`src/rtl/core/ffrf_pkg.sv`:
```
// shared constants, command types and helpers for the follow filtered recent feed block
package ffrf_pkg;

   localparam int USERS     = 16;
   localparam int LOG_DEPTH = 256;
   localparam int FEED_LEN  = 10;

   localparam int KIND_W = 2;
   localparam int USER_W = 4;
   localparam int ID_W   = 16;

   localparam int IDX_W   = $clog2(LOG_DEPTH);
   localparam int CNT_W   = $clog2(LOG_DEPTH + 1);
   localparam int FOUND_W = $clog2(FEED_LEN + 1);

   localparam int QUEUE_DEPTH = 4;
   localparam int Q_PTR_W     = $clog2(QUEUE_DEPTH);
   localparam int Q_CNT_W     = $clog2(QUEUE_DEPTH + 1);

   localparam logic [KIND_W-1:0] KIND_POST     = 2'd0;
   localparam logic [KIND_W-1:0] KIND_FEED     = 2'd1;
   localparam logic [KIND_W-1:0] KIND_FOLLOW   = 2'd2;
   localparam logic [KIND_W-1:0] KIND_UNFOLLOW = 2'd3;

   typedef enum logic [1:0] {
      OP_POST,
      OP_FEED,
      OP_FOLLOW,
      OP_UNFOLLOW
   } op_type;

   typedef struct packed {
      op_type            op;
      logic              valid_user;
      logic [USER_W-1:0] user;
      logic [USER_W-1:0] other_user;
      logic [ID_W-1:0]   post_id;
   } cmd_type;

   typedef struct packed {
      logic [USER_W-1:0] poster;
      logic [ID_W-1:0]   id;
   } entry_type;

   function automatic logic user_in_range(input logic [USER_W-1:0] u);
      return {{(8 - USER_W){1'b0}}, u} < 8'(USERS);
   endfunction

endpackage

```
`src/rtl/core/ffrf_cmd_queue.sv`:
```
// short command queue between the front end and the execution back end
module ffrf_cmd_queue (
   input  logic              clock,
   input  logic              reset,
   input  logic              push,
   input  ffrf_pkg::cmd_type push_cmd,
   output logic              full,
   input  logic              pop,
   output logic              cmd_valid,
   output ffrf_pkg::cmd_type cmd
);

   ffrf_pkg::cmd_type                 slot_ff [ffrf_pkg::QUEUE_DEPTH];
   logic [ffrf_pkg::Q_PTR_W-1:0]      wr_ptr_ff, wr_ptr_in;
   logic [ffrf_pkg::Q_PTR_W-1:0]      rd_ptr_ff, rd_ptr_in;
   logic [ffrf_pkg::Q_CNT_W-1:0]      count_ff, count_in;
   logic                              do_push;
   logic                              do_pop;

   assign full      = count_ff == ffrf_pkg::Q_CNT_W'(ffrf_pkg::QUEUE_DEPTH);
   assign cmd_valid = count_ff != '0;
   assign cmd       = slot_ff[rd_ptr_ff];
   assign do_push   = push && !full;
   assign do_pop    = pop && cmd_valid;

   always_comb begin
      wr_ptr_in = wr_ptr_ff;
      rd_ptr_in = rd_ptr_ff;
      count_in  = count_ff;
      if (do_push) begin
         wr_ptr_in = (wr_ptr_ff == ffrf_pkg::Q_PTR_W'(ffrf_pkg::QUEUE_DEPTH - 1)) ?
                     '0 : wr_ptr_ff + 1'b1;
      end
      if (do_pop) begin
         rd_ptr_in = (rd_ptr_ff == ffrf_pkg::Q_PTR_W'(ffrf_pkg::QUEUE_DEPTH - 1)) ?
                     '0 : rd_ptr_ff + 1'b1;
      end
      if (do_push && !do_pop) begin
         count_in = count_ff + 1'b1;
      end else if (do_pop && !do_push) begin
         count_in = count_ff - 1'b1;
      end
   end

   always_ff @(posedge clock) begin
      if (reset) begin
         wr_ptr_ff <= '0;
         rd_ptr_ff <= '0;
         count_ff  <= '0;
      end else begin
         wr_ptr_ff <= wr_ptr_in;
         rd_ptr_ff <= rd_ptr_in;
         count_ff  <= count_in;
      end
   end

   always_ff @(posedge clock) begin
      if (do_push) begin
         slot_ff[wr_ptr_ff] <= push_cmd;
      end
   end

endmodule

```
`config.mk`:
```
export PLATFORM = sky130hd
export DESIGN_NAME = ffrf_cmd_queue
export DESIGN_NICKNAME = d
export VERILOG_FILES = /design/src/rtl/core/ffrf_pkg.sv /design/src/rtl/core/ffrf_cmd_queue.sv
export SDC_FILE = /design/constraint.sdc
export NUM_CORES = 1
export LEC_CHECK = 0
export BUFFER_PORTS_ARGS = -buffer_cell sky130_fd_sc_hd__buf_2
export CORE_MARGIN = 2
export CORE_UTILIZATION = 44
export CTS_BUF_LIST = sky130_fd_sc_hd__clkbuf_8 sky130_fd_sc_hd__clkbuf_16
export CTS_CLUSTER_SIZE = 16
export DETAILED_ROUTE_END_ITERATION = 8
export PLACE_DENSITY = 0.68
export SETUP_SLACK_MARGIN = 0.5
export SLEW_MARGIN = 0
export SYNTH_ARGS = -nofsm -noshare
export SYNTH_HDL_FRONTEND = slang
export SYNTH_SLANG_ARGS = --single-unit
```
`constraint.sdc`:
```
create_clock -name clock -period 2.35 [get_ports clock]
set_clock_uncertainty 0.05 [all_clocks]
set_input_delay 0.235 -clock clock [delete_from_list [all_inputs] [get_ports clock]]
set_output_delay 0.235 -clock clock [all_outputs]
set_load 0.005 [all_outputs]
```
==> impl_metrics.py <==
metrics = {
    "global_route": {
        "grtUsageTotal": 0.151,
        "grt_max_degree": 28,
        "grt_pass1_wl_mm": 12.0,
        "grt_antenna_before_repair": 0,
        "overflow": 0,
        "first_global_vias": 2336,
    },
    "clocking": {
        "clkLatencyLatePin_ns": 0.50,
        "clk_pin_slew_ns": 0.05,
        "cts_num_sinks": 117,
        "cts_tree": "done",
        "root_buffer": "clkbuf_8",
        "cts_max_level": 4,
        "cts_made_buffers": 17,
        "clock_path_buffers": 2,
    },
    "drt": {
        "route.vias.total": 2158,
        "drc_errors": 0,
        "ant_nets": 0,
        "drt_iter0_drc": 116,
        "viasPerCell": 4.84,
        "wirelength_mm": 7.43,
        "firstDrtPassIters": 4,
        "wl_per_cell_um": 16.7,
    },
    "synthesis": {
        "synth.distinct_cells": 27,
        "syn-cell-area_sq_um": 4400,
        "syn_nets": 229,
        "ys_seq_elements": 117,
        "syn-mean-instance-area_sq_um": 23.0,
        "ys.warnings.count": 0,
        "yosysSeqAreaShare": 0.778,
        "syn_inst": 191,
    },
    "cells_and_area": {
        "n_fill_cell": 741,
        "syn_to_final_growth_pct": 33.2,
        "final_nets": 339,
        "layout.cells.non_filler": 446,
        "num_antenna_cells": 0,
        "stdcell_area_sq_um": 5860,
        "fin_util": 0.602,
        "drive_gt1_frac": 0.454,
    },
    "sta": {
        "fmaxAchievable_mhz": 492,
        "timing.slew.headroom": 0.709,
        "post-route-period-util": 0.865,
        "setup_viol": 0,
        "fin_crit_ns": 2.03,
        "rsz0062_at_grt": "yes",
        "fin_setup_tns_ns": 0,
        "tightest_slew_ns": 0.437,
        "slew_viol_final": 0,
        "hold_violations": 0,
    },
    "power": {
        "ir_drop_mv": 0.591,
        "internal_power_w": 0.00486,
        "combPwrFrac": 0.206,
        "power.density_nw_per_um2": 1080,
        "pwr-share-clk": 0.377,
        "p_switching_w": 0.00146,
        "p_leak_nw": 2.07,
        "swShare": 0.231,
        "pwr-share-seq": 0.416,
    },
    "setup_path": {
        "r2r_cells": 8,
        "worstSetupStartpointType": "flip-flop",
        "timing.rr.start": "count_ff[2]",
        "required_ns": 2.07,
        "crit_end": "cmd[0]",
        "critical_path_class": "reg2out",
        "r2r_slack_ns": 0.34,
        "crit_arrival_ns": 1.75,
        "cp_max_fo": 9,
        "cp-end-kind": "output port",
        "r2r_end": "count_ff[2]",
    },
    "outcome": {
        "status": "finished, final reports clean",
    },
    "die": {
        "core_sq_um": 9730,
        "die_x_um": 104,
        "die_y_um": 104,
        "rows": 36,
        "top_level_ports": 60,
        "start_util": 0.452,
        "die_area_sq_um": 10800,
    },
    "placed_design": {
        "dp_hpwl_mm": 4.16,
        "gp_congestion": 0.686,
        "place_area_sq_um": 4860,
        "dp.cells": 378,
        "port_buffers": 59,
    },
    "min_path": {
        "min_path_type": "in2reg",
    },
    "flow_run": {
        "drv_cap": 0,
    },
}
Yosys cell counts, drive strengths merged:
cell | number | area share
nor3 | 1 | 0.0011
ha | 6 | 0.017
inv | 3 | 0.0026
nor2 | 4 | 0.0040
fa | 1 | 0.0045
nand2 | 1 | 0.00085
mux4 | 27 | 0.14
mux2i | 2 | 0.0045
a21oi | 3 | 0.0034
clkinv | 1 | 0.0020
clkbuf | 2 | 0.0020
or3 | 3 | 0.0043
or3b | 1 | 0.0020
buf | 6 | 0.012
o31ai | 2 | 0.0057
edfxtp | 108 | 0.74
and3 | 4 | 0.0057
nand3 | 2 | 0.0023
bufinv | 1 | 0.0040
o21ai | 2 | 0.0023
xor2 | 2 | 0.0040
dfxtp | 9 | 0.041
worst max-delay path, stage by stage (launching register included):
cell	delay, ns
dfxtp_4	0.42
buf_12	0.16
mux4_2	0.52
buf_2	0.15
power by group through the flow:
| stage | Sequential, W | Clock [W] | Combinational (W) |
|---|---|---|---|
| 2_1_floorplan | 0.00264 | 0 | 0.000753 |
| 3_3_place_gp | 0.00265 | 0 | 0.00110 |
| 3_5_place_dp | 0.00266 | 0 | 0.00111 |
| 4_1_cts | 0.00263 | 0.00245 | 0.00130 |
| 5_1_grt | 0.00265 | 0.00254 | 0.00144 |
| 6_report | 0.00263 | 0.00239 | 0.00130 |
per-layer routing:
metal	up-vias	track usage	wire length, um
met3	2	0.0489	238
met4	0	0.0618	34
met5	-	0	0
met1	1099	0.176	3110
met2	43	0.259	4050
li1	1014	-	-
cell usage in the layout (no fill, tap or decap), types with 4 or more instances in the layout:
master	netlist	layout
dfxtp_1	9	5
dfxtp_4	0	4
buf_4	1	8
and3_4	0	4
clkinv_1	0	4
dlygate4sd3_1	0	29
buf_2	2	58
ha_1	6	5
clkbuf_16	0	16
edfxtp_1	108	108
mux4_2	27	27
clkinv_2	0	4
timing repair:
| action | in CTS | in global routing |
|---|---|---|
| endpoints found under the setup margin | 48 | 112 |
| hold buffers | 29 | 0 |
| setup buffers | 6 | 1 |
| endpoints found under the hold margin | 117 | 0 |
| gates resized for setup | 12 | 6 |
| cloned | 1 | 0 |
| pin swaps | 4 | 1 |
layout make-up:
cell class	count	area, sq um	share of cell area
clock buffer	17	414	0.0707
clock inverter	14	144	0.0246
inverter	5	37.5	0.00641
multi-input combinational	61	940	0.160
sequential	117	3440	0.587
tap	133	166	0.0284
timing repair buffer	99	719	0.123
worst min-delay path by stage:
stage / cells after the start / to / startpoint / slack (ns)
after global placement: 1 / slot_ff[3][24] / push_cmd[24] / 0.40
final: 4 / flip-flop / pop / 0.05
after floorplan: 0 / slot_ff[0][0] / push_cmd[0] / 0.28
after global routing: 4 / flip-flop / pop / 0.05
after CTS: 4 / flip-flop / pop / 0.03
after detailed placement: 1 / slot_ff[1][7] / push_cmd[7] / 0.40
state kept, by name, summed over array words and instances (netlist names), named ones only:
register / flops
rd_ptr_ff: 2
slot_ff: 108
wr_ptr_ff: 2
count_ff: 3
metrics by stage:
stage	total power, W	setup slack (ns)	hold slack (ns)
floorplan	0.00339	0.370	0.284
global placement	0.00375	0.272	0.398
detailed placement	0.00378	0.201	0.403
CTS	0.00638	0.260	0.0344
global route	0.00663	0.233	0.0503
finish	0.00632	0.318	0.0543
logic make-up (layout without fill, tap and decap cells):
logic type / after synthesis / in the layout / share of synthesized area
buffers and inverters: 13 / 135 / 0.0222
adder cells (fa/ha/maj): 7 / 7 / 0.0216
flip-flops: 117 / 117 / 0.778
XOR/XNOR: 2 / 2 / 0.00398
multiplexers: 29 / 29 / 0.143
AO/OA/AOI/OAI: 7 / 7 / 0.0114
AND/OR/NAND/NOR: 16 / 16 / 0.0202
(Power assumes the default switching activity.)
